--- config.mk ---
export PLATFORM = sky130hd
export DESIGN_NAME = ring_spiral_tile_search_top
export DESIGN_NICKNAME = d
export VERILOG_FILES = /design/src/rtl/rsts_pkg.sv /design/src/rtl/rsts_seq.sv /design/src/rtl/rsts_datapath.sv /design/src/rtl/ring_spiral_tile_search_top.sv
export SDC_FILE = /design/constraint.sdc
export NUM_CORES = 1
export LEC_CHECK = 0
export ABC_AREA = 0
export BUFFER_PORTS_ARGS = -buffer_cell sky130_fd_sc_hd__buf_2
export CAP_MARGIN = 20
export CORE_MARGIN = 3
export CORE_UTILIZATION = 60
export DETAILED_ROUTE_END_ITERATION = 10
export GPL_ROUTABILITY_DRIVEN = 0
export PLACE_DENSITY = 0.79
export SLEW_MARGIN = 20
export SYNTH_ARGS = -nofsm -noshare
export SYNTH_HDL_FRONTEND = slang
export SYNTH_SLANG_ARGS = --single-unit
export TNS_END_PERCENT = 10
--- constraint.sdc ---
create_clock -name clk -period 10.9 [get_ports clk]
set_input_delay 2.18 -clock clk [delete_from_list [all_inputs] [get_ports clk]]
set_output_delay 2.18 -clock clk [all_outputs]
set_load 0.05 [all_outputs]
--- src/rtl/rsts_pkg.sv ---
`timescale 1ns / 1ps
package rsts_pkg;

	// Input request: a start or an answer for the last probe.
	typedef struct packed {
		logic               op;
		logic signed [15:0] start_x;
		logic signed [15:0] start_y;
		logic               tile_matches;
	} in_item_t;

	// Result request: the next probe, or the end of the search.
	typedef struct packed {
		logic signed [15:0] probe_x;
		logic signed [15:0] probe_y;
		logic               search_over;
		logic               found;
	} out_item_t;

	// Input op codes.
	localparam logic OP_START  = 1'b0;
	localparam logic OP_ANSWER = 1'b1;

	// Datapath actions selected by the control word.
	typedef enum logic [3:0] {
		A_NONE,
		A_INIT,
		A_QZERO_DYINC,
		A_WRAP_DY,
		A_WRAP_DX,
		A_SQ_DX,
		A_SQ_DY,
		A_SQ_R,
		A_DY_INC,
		A_QUAD_INC,
		A_EMIT,
		A_FAIL
	} uc_act_t;

	// Branch conditions.
	typedef enum logic [2:0] {
		C_NEVER,
		C_ALWAYS,
		C_RING_ZERO,
		C_QUAD_LT3,
		C_RING_GT_M,
		C_DX_GT_M,
		C_IN_RING
	} uc_cond_t;

	localparam int UC_PCW = 4;

	// Control store addresses.
	localparam logic [UC_PCW-1:0] UC_IDLE  = 4'd0;
	localparam logic [UC_PCW-1:0] UC_ADV0  = 4'd1;
	localparam logic [UC_PCW-1:0] UC_ADV1  = 4'd2;
	localparam logic [UC_PCW-1:0] UC_ADV2  = 4'd3;
	localparam logic [UC_PCW-1:0] UC_INIT  = 4'd4;
	localparam logic [UC_PCW-1:0] UC_SEEK  = 4'd5;
	localparam logic [UC_PCW-1:0] UC_SEEK2 = 4'd6;
	localparam logic [UC_PCW-1:0] UC_SQDX  = 4'd7;
	localparam logic [UC_PCW-1:0] UC_SQDY  = 4'd8;
	localparam logic [UC_PCW-1:0] UC_SQR   = 4'd9;
	localparam logic [UC_PCW-1:0] UC_TEST  = 4'd10;
	localparam logic [UC_PCW-1:0] UC_MISS  = 4'd11;
	localparam logic [UC_PCW-1:0] UC_QINC  = 4'd12;
	localparam logic [UC_PCW-1:0] UC_EMIT  = 4'd13;
	localparam logic [UC_PCW-1:0] UC_FAIL  = 4'd14;

	typedef struct packed {
		uc_act_t             act;
		uc_cond_t            cond;
		logic [UC_PCW-1:0]   target;
	} uc_word_t;

	// Status flags from the datapath for branching.
	typedef struct packed {
		logic ring_zero;
		logic quad_lt3;
		logic ring_gt_m;
		logic dx_gt_m;
		logic in_ring;
	} uc_stat_t;

	// Control store: the advance program, one word per step.
	// A word that does not branch falls through to the next address.
	function automatic uc_word_t uc_rom(input logic [UC_PCW-1:0] pc);
		uc_word_t w;
		w = '{act: A_NONE, cond: C_ALWAYS, target: UC_IDLE};
		unique case (pc)
			UC_IDLE:  w = '{act: A_NONE,        cond: C_NEVER,     target: UC_IDLE};
			UC_ADV0:  w = '{act: A_NONE,        cond: C_RING_ZERO, target: UC_INIT};
			UC_ADV1:  w = '{act: A_NONE,        cond: C_QUAD_LT3,  target: UC_QINC};
			UC_ADV2:  w = '{act: A_QZERO_DYINC, cond: C_ALWAYS,    target: UC_SEEK};
			UC_INIT:  w = '{act: A_INIT,        cond: C_NEVER,     target: UC_IDLE};
			UC_SEEK:  w = '{act: A_WRAP_DY,     cond: C_RING_GT_M, target: UC_FAIL};
			UC_SEEK2: w = '{act: A_WRAP_DX,     cond: C_DX_GT_M,   target: UC_SEEK};
			UC_SQDX:  w = '{act: A_SQ_DX,       cond: C_NEVER,     target: UC_IDLE};
			UC_SQDY:  w = '{act: A_SQ_DY,       cond: C_NEVER,     target: UC_IDLE};
			UC_SQR:   w = '{act: A_SQ_R,        cond: C_NEVER,     target: UC_IDLE};
			UC_TEST:  w = '{act: A_NONE,        cond: C_IN_RING,   target: UC_EMIT};
			UC_MISS:  w = '{act: A_DY_INC,      cond: C_ALWAYS,    target: UC_SEEK};
			UC_QINC:  w = '{act: A_QUAD_INC,    cond: C_RING_GT_M, target: UC_FAIL};
			UC_EMIT:  w = '{act: A_EMIT,        cond: C_ALWAYS,    target: UC_IDLE};
			UC_FAIL:  w = '{act: A_FAIL,        cond: C_ALWAYS,    target: UC_IDLE};
			default:  w = '{act: A_NONE,        cond: C_ALWAYS,    target: UC_IDLE};
		endcase
		return w;
	endfunction

endpackage

--- src/rtl/rsts_seq.sv ---
`timescale 1ns / 1ps
module rsts_seq (
	input  logic              clk,
	input  logic              arst_n,
	input  logic              start,
	input  rsts_pkg::uc_stat_t stat,
	output rsts_pkg::uc_word_t ctrl,
	output logic              idle
);
	import rsts_pkg::*;

	logic [UC_PCW-1:0] pc_q;
	logic [UC_PCW-1:0] pc_next;
	logic              taken;

	// Fetch the control word of the current step.
	assign ctrl = uc_rom(pc_q);
	assign idle = (pc_q == UC_IDLE);

	// Evaluate the branch condition of the current word.
	always_comb begin
		case (ctrl.cond)
			C_NEVER:     taken = 1'b0;
			C_ALWAYS:    taken = 1'b1;
			C_RING_ZERO: taken = stat.ring_zero;
			C_QUAD_LT3:  taken = stat.quad_lt3;
			C_RING_GT_M: taken = stat.ring_gt_m;
			C_DX_GT_M:   taken = stat.dx_gt_m;
			C_IN_RING:   taken = stat.in_ring;
			default:     taken = 1'b1;
		endcase
	end

	// Next step: wait in idle for an advance, then branch or fall through.
	always_comb begin
		if (pc_q == UC_IDLE) begin
			pc_next = start ? UC_ADV0 : UC_IDLE;
		end else if (taken) begin
			pc_next = ctrl.target;
		end else begin
			pc_next = pc_q + UC_PCW'(1);
		end
	end

	// Step counter.
	always_ff @(posedge clk or negedge arst_n) begin
		if (!arst_n) begin
			pc_q <= UC_IDLE;
		end else begin
			pc_q <= pc_next;
		end
	end

`ifndef SYNTHESIS
	// An advance is only launched from the idle step.
	a_start_idle: assert property (@(posedge clk) disable iff (!arst_n)
		start |-> (pc_q == UC_IDLE))
		else $error("advance launched while the program runs");
	// The program never reaches the unused address.
	a_pc_range: assert property (@(posedge clk) disable iff (!arst_n)
		pc_q != 4'd15)
		else $error("step counter left the program");
`endif

endmodule

--- src/rtl/rsts_datapath.sv ---
`timescale 1ns / 1ps
module rsts_datapath #(
	parameter int RADIUS_LIMIT = 255
) (
	input  logic               clk,
	input  logic               arst_n,
	input  logic               cfg_valid,
	input  logic [7:0]         cfg_data,
	input  logic               in_accept,
	input  rsts_pkg::in_item_t in_data,
	input  logic               out_ready,
	output logic               out_valid,
	output rsts_pkg::out_item_t out_data,
	output logic               searching,
	input  rsts_pkg::uc_word_t ctrl,
	output rsts_pkg::uc_stat_t stat
);
	import rsts_pkg::*;

	// Ring and step counters hold up to one past the radius limit.
	localparam int RW = $clog2(RADIUS_LIMIT + 2);
	localparam int SW = 2 * RW + 1;
	localparam int CW = (RW > 8) ? RW : 8;

	logic [7:0]    radius_cap_q;
	logic          searching_q;
	logic          out_valid_q;
	out_item_t     out_q;
	logic [15:0]   centre_x_q;
	logic [15:0]   centre_y_q;
	logic [15:0]   last_x_q;
	logic [15:0]   last_y_q;
	logic [RW-1:0] ring_q;
	logic [RW-1:0] dx_q;
	logic [RW-1:0] dy_q;
	logic [1:0]    quad_q;
	logic [SW-1:0] acc_q;
	logic [SW-1:0] lo_q;

	logic [CW-1:0] mr_ext;
	logic [CW-1:0] lim_ext;
	logic [RW-1:0] eff_m;
	logic [RW-1:0] sq_in;
	logic [SW-1:0] sq;
	logic [SW-1:0] hi;
	logic [15:0]   dxe;
	logic [15:0]   dye;
	logic [15:0]   px;
	logic [15:0]   py;
	logic          go_start;
	logic          go_idle_ans;
	logic          go_match;
	logic          out_take;

	// Effective radius: the register saturated at the limit.
	assign mr_ext  = CW'(radius_cap_q);
	assign lim_ext = CW'(RADIUS_LIMIT);
	assign eff_m   = (mr_ext < lim_ext) ? RW'(mr_ext) : RW'(lim_ext);

	// Shared squarer; its operand comes from the active step.
	always_comb begin
		case (ctrl.act)
			A_SQ_DX: sq_in = dx_q;
			A_SQ_DY: sq_in = dy_q;
			default: sq_in = ring_q;
		endcase
	end
	assign sq = SW'(sq_in) * SW'(sq_in);
	assign hi = lo_q + (SW'(ring_q) << 1);

	// Status flags for the sequencer.
	assign stat.ring_zero = (ring_q == '0);
	assign stat.quad_lt3  = (quad_q != 2'd3);
	assign stat.ring_gt_m = (ring_q > eff_m);
	assign stat.dx_gt_m   = (dx_q > eff_m);
	assign stat.in_ring   = (acc_q >= lo_q) && (acc_q <= hi);

	// Probe tile in the current quadrant, wrapping modulo 2^16.
	assign dxe = 16'(dx_q);
	assign dye = 16'(dy_q);
	always_comb begin
		case (quad_q)
			2'd0: begin
				px = centre_x_q + dxe;
				py = centre_y_q + dye;
			end
			2'd1: begin
				px = centre_x_q - dxe;
				py = centre_y_q - dye;
			end
			2'd2: begin
				px = centre_x_q + dye;
				py = centre_y_q - dxe;
			end
			default: begin
				px = centre_x_q - dye;
				py = centre_y_q + dxe;
			end
		endcase
	end

	// Requests that finish in the cycle they are accepted.
	assign go_start    = in_accept && (in_data.op == OP_START);
	assign go_idle_ans = in_accept && (in_data.op == OP_ANSWER) && !searching_q;
	assign go_match    = in_accept && (in_data.op == OP_ANSWER) && searching_q &&
		in_data.tile_matches;
	assign out_take    = out_valid_q && out_ready;

	// Configuration register and control flags.
	always_ff @(posedge clk or negedge arst_n) begin
		if (!arst_n) begin
			radius_cap_q <= 8'd0;
			searching_q  <= 1'b0;
			out_valid_q  <= 1'b0;
		end else begin
			if (cfg_valid) begin
				radius_cap_q <= cfg_data;
			end
			if (go_start) begin
				searching_q <= 1'b1;
			end else if (go_match || (ctrl.act == A_FAIL)) begin
				searching_q <= 1'b0;
			end
			if (go_start || go_idle_ans || go_match ||
					(ctrl.act == A_EMIT) || (ctrl.act == A_FAIL)) begin
				out_valid_q <= 1'b1;
			end else if (out_take) begin
				out_valid_q <= 1'b0;
			end
		end
	end

	// Search registers, stepped by the control word.
	always_ff @(posedge clk) begin
		if (go_start) begin
			centre_x_q <= in_data.start_x;
			centre_y_q <= in_data.start_y;
			last_x_q   <= in_data.start_x;
			last_y_q   <= in_data.start_y;
			ring_q     <= '0;
			dx_q       <= '0;
			dy_q       <= '0;
			quad_q     <= 2'd0;
		end else begin
			case (ctrl.act)
				A_INIT: begin
					ring_q <= RW'(1);
					dx_q   <= RW'(1);
					dy_q   <= '0;
					quad_q <= 2'd0;
				end
				A_QZERO_DYINC: begin
					quad_q <= 2'd0;
					dy_q   <= dy_q + RW'(1);
				end
				A_WRAP_DY: begin
					if (dy_q > eff_m) begin
						dy_q <= '0;
						dx_q <= dx_q + RW'(1);
					end
				end
				A_WRAP_DX: begin
					if (dx_q > eff_m) begin
						dx_q   <= RW'(1);
						dy_q   <= '0;
						ring_q <= ring_q + RW'(1);
					end
				end
				A_SQ_DX:    acc_q  <= sq;
				A_SQ_DY:    acc_q  <= acc_q + sq;
				A_SQ_R:     lo_q   <= sq;
				A_DY_INC:   dy_q   <= dy_q + RW'(1);
				A_QUAD_INC: quad_q <= quad_q + 2'd1;
				A_EMIT: begin
					last_x_q <= px;
					last_y_q <= py;
				end
				default: begin
				end
			endcase
		end
	end

	// Result register.
	always_ff @(posedge clk) begin
		if (go_start) begin
			out_q <= '{probe_x: in_data.start_x, probe_y: in_data.start_y,
				search_over: 1'b0, found: 1'b0};
		end else if (go_idle_ans || (ctrl.act == A_FAIL)) begin
			out_q <= '{probe_x: 16'sd0, probe_y: 16'sd0, search_over: 1'b1, found: 1'b0};
		end else if (go_match) begin
			out_q <= '{probe_x: last_x_q, probe_y: last_y_q, search_over: 1'b1,
				found: 1'b1};
		end else if (ctrl.act == A_EMIT) begin
			out_q <= '{probe_x: px, probe_y: py, search_over: 1'b0, found: 1'b0};
		end
	end

	assign out_valid = out_valid_q;
	assign out_data  = out_q;
	assign searching = searching_q;

`ifndef SYNTHESIS
	// The program only finishes into an empty result register.
	a_emit_free: assert property (@(posedge clk) disable iff (!arst_n)
		((ctrl.act == A_EMIT) || (ctrl.act == A_FAIL)) |-> !out_valid_q)
		else $error("result written over a pending result");
	// A probe is emitted only for a ring inside the current radius.
	a_emit_ring: assert property (@(posedge clk) disable iff (!arst_n)
		(ctrl.act == A_EMIT) |-> ((ring_q != '0) && (ring_q <= eff_m) && (dx_q != '0)))
		else $error("probe emitted outside the rings");
	// A finished program always leaves a result behind.
	a_done_result: assert property (@(posedge clk) disable iff (!arst_n)
		((ctrl.act == A_EMIT) || (ctrl.act == A_FAIL)) |=> out_valid_q)
		else $error("finished program left no result");
`endif

endmodule

--- src/rtl/ring_spiral_tile_search_top.sv ---
`timescale 1ns / 1ps
// Channel  Handshake             Payload
// in       in_valid / in_ready   in_data   (op, start_x, start_y, tile_matches)
// out      out_valid / out_ready out_data  (probe_x, probe_y, search_over, found)
// cfg      cfg_valid / cfg_ready cfg_data  (radius cap, 8 bits)
//
// A start, an answer while idle and a matching answer reach the result register in the next cycle.
// A miss runs the advance program: either a further quadrant of the same pair, or
// a ring scan over (dx, dy) pairs, each one tested through the shared squarer loop.
// Reset clears the step counter, the search flag, the result flag and the radius cap.
// A new request is taken while the program is idle and the result register is free
// or drains in the same cycle; a stalled result holds the input side.
module ring_spiral_tile_search_top #(
	parameter int RADIUS_LIMIT = 255
) (
	input  logic                clk,
	input  logic                arst_n,
	input  logic                in_valid,
	output logic                in_ready,
	input  rsts_pkg::in_item_t  in_data,
	output logic                out_valid,
	input  logic                out_ready,
	output rsts_pkg::out_item_t out_data,
	input  logic                cfg_valid,
	output logic                cfg_ready,
	input  logic [7:0]          cfg_data
);
	import rsts_pkg::*;

	uc_word_t ctrl;
	uc_stat_t stat;
	logic     idle;
	logic     searching;
	logic     in_accept;
	logic     start_adv;

	// Handshake: one request at a time, gated by a free result slot.
	assign in_ready  = idle && (!out_valid || out_ready);
	assign in_accept = in_valid && in_ready;
	assign cfg_ready = 1'b1;

	// A missed probe during a search launches the advance program.
	assign start_adv = in_accept && (in_data.op == OP_ANSWER) && searching &&
		!in_data.tile_matches;

	rsts_seq u_seq (
		.clk    (clk),
		.arst_n (arst_n),
		.start  (start_adv),
		.stat   (stat),
		.ctrl   (ctrl),
		.idle   (idle)
	);

	rsts_datapath #(
		.RADIUS_LIMIT (RADIUS_LIMIT)
	) u_datapath (
		.clk       (clk),
		.arst_n    (arst_n),
		.cfg_valid (cfg_valid),
		.cfg_data  (cfg_data),
		.in_accept (in_accept),
		.in_data   (in_data),
		.out_ready (out_ready),
		.out_valid (out_valid),
		.out_data  (out_data),
		.searching (searching),
		.ctrl      (ctrl),
		.stat      (stat)
	);

endmodule
==> results.yml <==
synthesis:
  avgSynthCellArea_um2: 9.19
  synth_flop_cell: "edfxtp_1"
  synth-edff-count: 132
  yosysWarnings: 0
  synthMostInstantiatedCell: "ha_1"
  synth.largest_area_cell: "edfxtp_1"
  synth-seq-area-share_pct: 34.3
  synthArstFlopShare_pct: 7.91
  synth_commonest_cells: "167 x ha_1, 158 x nand2_1, 132 x edfxtp_1, 132 x inv_1, 131 x o21ai_0"
  netlist_area_um2: 14400
  synth_top_cells_by_area: "edfxtp_1 28%, ha_1 15%, fa_1 5.0%"
  ys_ff_latch: 177
  synth_top_area_share_pct: 27.5
  syn_nets: 1818
  synth.distinct_cells: 90
  netlist_instances: 1568
cts:
  ctsRootBufferMaster: "clkbuf_16"
  post_cts_resized: 0
  cts-htree-levels: 4
  hold_buffers: 0
  cts_buffers: 17
  clk_path_buf_depth: 2
  clkTransAtPathRegs_ns: 0.08
  cts_tree: "done"
  post_cts.repair.setup_buffers: 0
  clkLatencyLatePin_ns: 0.44
  clock_sinks: 177
final_layout:
  antenna_cells: 0
  finish.utilization_pct: 66.5
  drive_above_1_share_pct: 10.3
  area_growth_pct: 8.70
  nets: 1871
setup_path:
  slowest_stage: "dfrtp_1"
  crit_top_cell: "inv_1"
  crit_path_max_incr_delay_ns: 0.59
  worst-r2r-cell-count: 34
  required_ns: 11.09
  critPathBufInv: 8
  cp_max_fo: 24
  reg2reg_from: "u_seq.pc_q[1]$_DFF_PN0_"
  crit_end: "u_datapath.acc_q[16]$_DFFE_PP_"
  critical_path_arrival_ns: 9.33
  rrSetupSlack_ns: 1.76
  crit-reg2reg-capture: "u_datapath.acc_q[16]$_DFFE_PP_"
  critical_path.top_delay_family: "adder cells"
  startpoint: "u_seq.pc_q[1]$_DFF_PN0_"
  start_kind: "flop"
  critical_path_depth: 34
  end_kind: "flop"
  worstSetupPathType: "flop to flop"
detailed_routing:
  wl_per_cell_um: 17.7
  vias: 12000
  vias_per_cell: 6.14
  dr.pass1.iters: 5
  drtAntennaViolNets: 0
  wirelength_um: 34600
  drt_iter0_markers: 922
  drc_errors: 0
sta:
  finalHoldViolations: 0
  worst_pin_slew_ns: 1.15
  grt_setup_unrepaired: "false"
  slew_headroom_pct: 21.5
  max_freq_mhz: 109
  fin_hold_ws_ns: 0.491
  finalSetupTns_ns: 0
  min_period_ns: 9.14
  clock_skew_ns: 0.0129
  report.final.slew_viol_count: 0
  setup_slack_ns: 1.76
  fin_crit_sh_pct: 83.9
  setup_viol: 0
power:
  ir_worst_vdd_mv: 0.194
  p_leak_nw: 6.95
  finalPower_mw: 4.89
  power_density_nw_per_um2: 312
floorplan:
  die_y_um: 161
  die-area_um2: 25900
  rows: 56
  num_io_pins: 84
  initial_core_util_pct: 61.2
  fp.dieW_um: 161
  core_um2: 23500
placed_design:
  port_buffers: 82
  pre_cts_ws_ns: 1.93
  dp_hpwl_um: 25900
global_route:
  track_usage_pct: 27.1
  grt_pass1_wl_um: 57500
  grt_max_degree: 93
  gr-total-overflow: 0
  grt_pass1_vias: 11700
  antenna_found_initial: 0
run_status:
  status: "finished clean"
worst_hold_path:
  hold_path.class: "flop to flop"
flow_run:
  drv_cap: 0
==> routing by layer <==
layer,wire length [µm],vias up,global-route usage [%]
met1,15200,5734,37.5
met4,996,0,9.50
met3,2270,82,3.77
li1,-,5702,-
met2,16100,477,44.1
met5,0,-,0
==> final cells by class <==
type                    instances  area, µm²
clock buffers                  17        425
multi-input cells            1195       8710
well taps                     319        399
fillers                      1887       7890
clock inverters                15        186
flip-flops and latches        177       4930
repair buffers                 92        485
inverters                     138        520
==> worst min-delay path by stage <==
stage | to | depth (start not counted) | start
global route | u_datapath.out_data[1]$_SDFFE_PP0P_ | 2 | u_datapath.out_data[1]$_SDFFE_PP0P_
detailed placement | u_datapath.out_data[1]$_SDFFE_PP0P_ | 2 | u_datapath.out_data[1]$_SDFFE_PP0P_
CTS | u_datapath.out_data[1]$_SDFFE_PP0P_ | 2 | u_datapath.out_data[1]$_SDFFE_PP0P_
finish | u_datapath.out_data[1]$_SDFFE_PP0P_ | 2 | u_datapath.out_data[1]$_SDFFE_PP0P_
global placement | u_datapath.out_data[1]$_SDFFE_PP0P_ | 2 | u_datapath.out_data[1]$_SDFFE_PP0P_
floorplan | u_datapath.radius_cap_q[0]$_DFFE_PN0P_ | 1 | u_datapath.radius_cap_q[0]$_DFFE_PN0P_
==> where the power goes <==
group | switching [mW] | internal, mW
registers | 0.175 | 1.10
clock network | 0.311 | 0.312
logic | 1.90 | 1.09
total | 2.38 | 2.50
==> worst reg2reg max path, delay by kind of cell, from the launching register on <==
family          cells  cell delay, ns
xor+xnor            2            0.30
simple gates        6            0.74
compound gates      9            2.20
flops               1            0.59
fa+ha+maj           7            2.84
buf+inv             8            1.42
mux                 2            0.82
==> registers in the layout, summed over array words and instances, names as in the netlist, 2 cells and up <==
| register | flops |
|---|---|
| u_datapath.acc_q | 19 |
| u_datapath.centre_x_q | 16 |
| u_datapath.centre_y_q | 16 |
| u_datapath.dx_q | 9 |
| u_datapath.dy_q | 9 |
| u_datapath.last_x_q | 16 |
| u_datapath.last_y_q | 16 |
| u_datapath.lo_q | 17 |
| u_datapath.out_data | 34 |
| u_datapath.quad_q | 2 |
| u_datapath.radius_cap_q | 8 |
| u_datapath.ring_q | 9 |
| u_seq.pc_q | 4 |
==> through the flow <==
step	cells	cell area, µm²
floorplan	1568	14400
global placement	1921	15000
detailed placement	1921	15000
CTS	1953	15700
global route	1953	15700
finish	1953	15700
==> cells by family after synthesis <==
logic type      after synthesis  share of synthesized area [%]
simple gates                471                           15.4
compound gates              397                           17.6
fa+ha+maj                   203                           19.5
buf+inv                     196                           5.32
flops                       177                           34.3
xor+xnor                    106                           6.45
mux                          17                           1.41
other cells                   1                         0.0260
==> cells in the final DEF, fill, tap and decap left out, types with 31 or more instances in the layout <==
master	instances
ha_1	167
nand2_1	158
inv_1	132
edfxtp_1	132
o21ai_0	131
nor2_1	122
a21oi_1	100
buf_2	82
xnor2_1	60
xor2_1	46
a21o_1	39
fa_1	36
nor3_1	32
nand3_1	31
dfxtp_1	31
No activity file was read; power rests on OpenSTA's default activity.
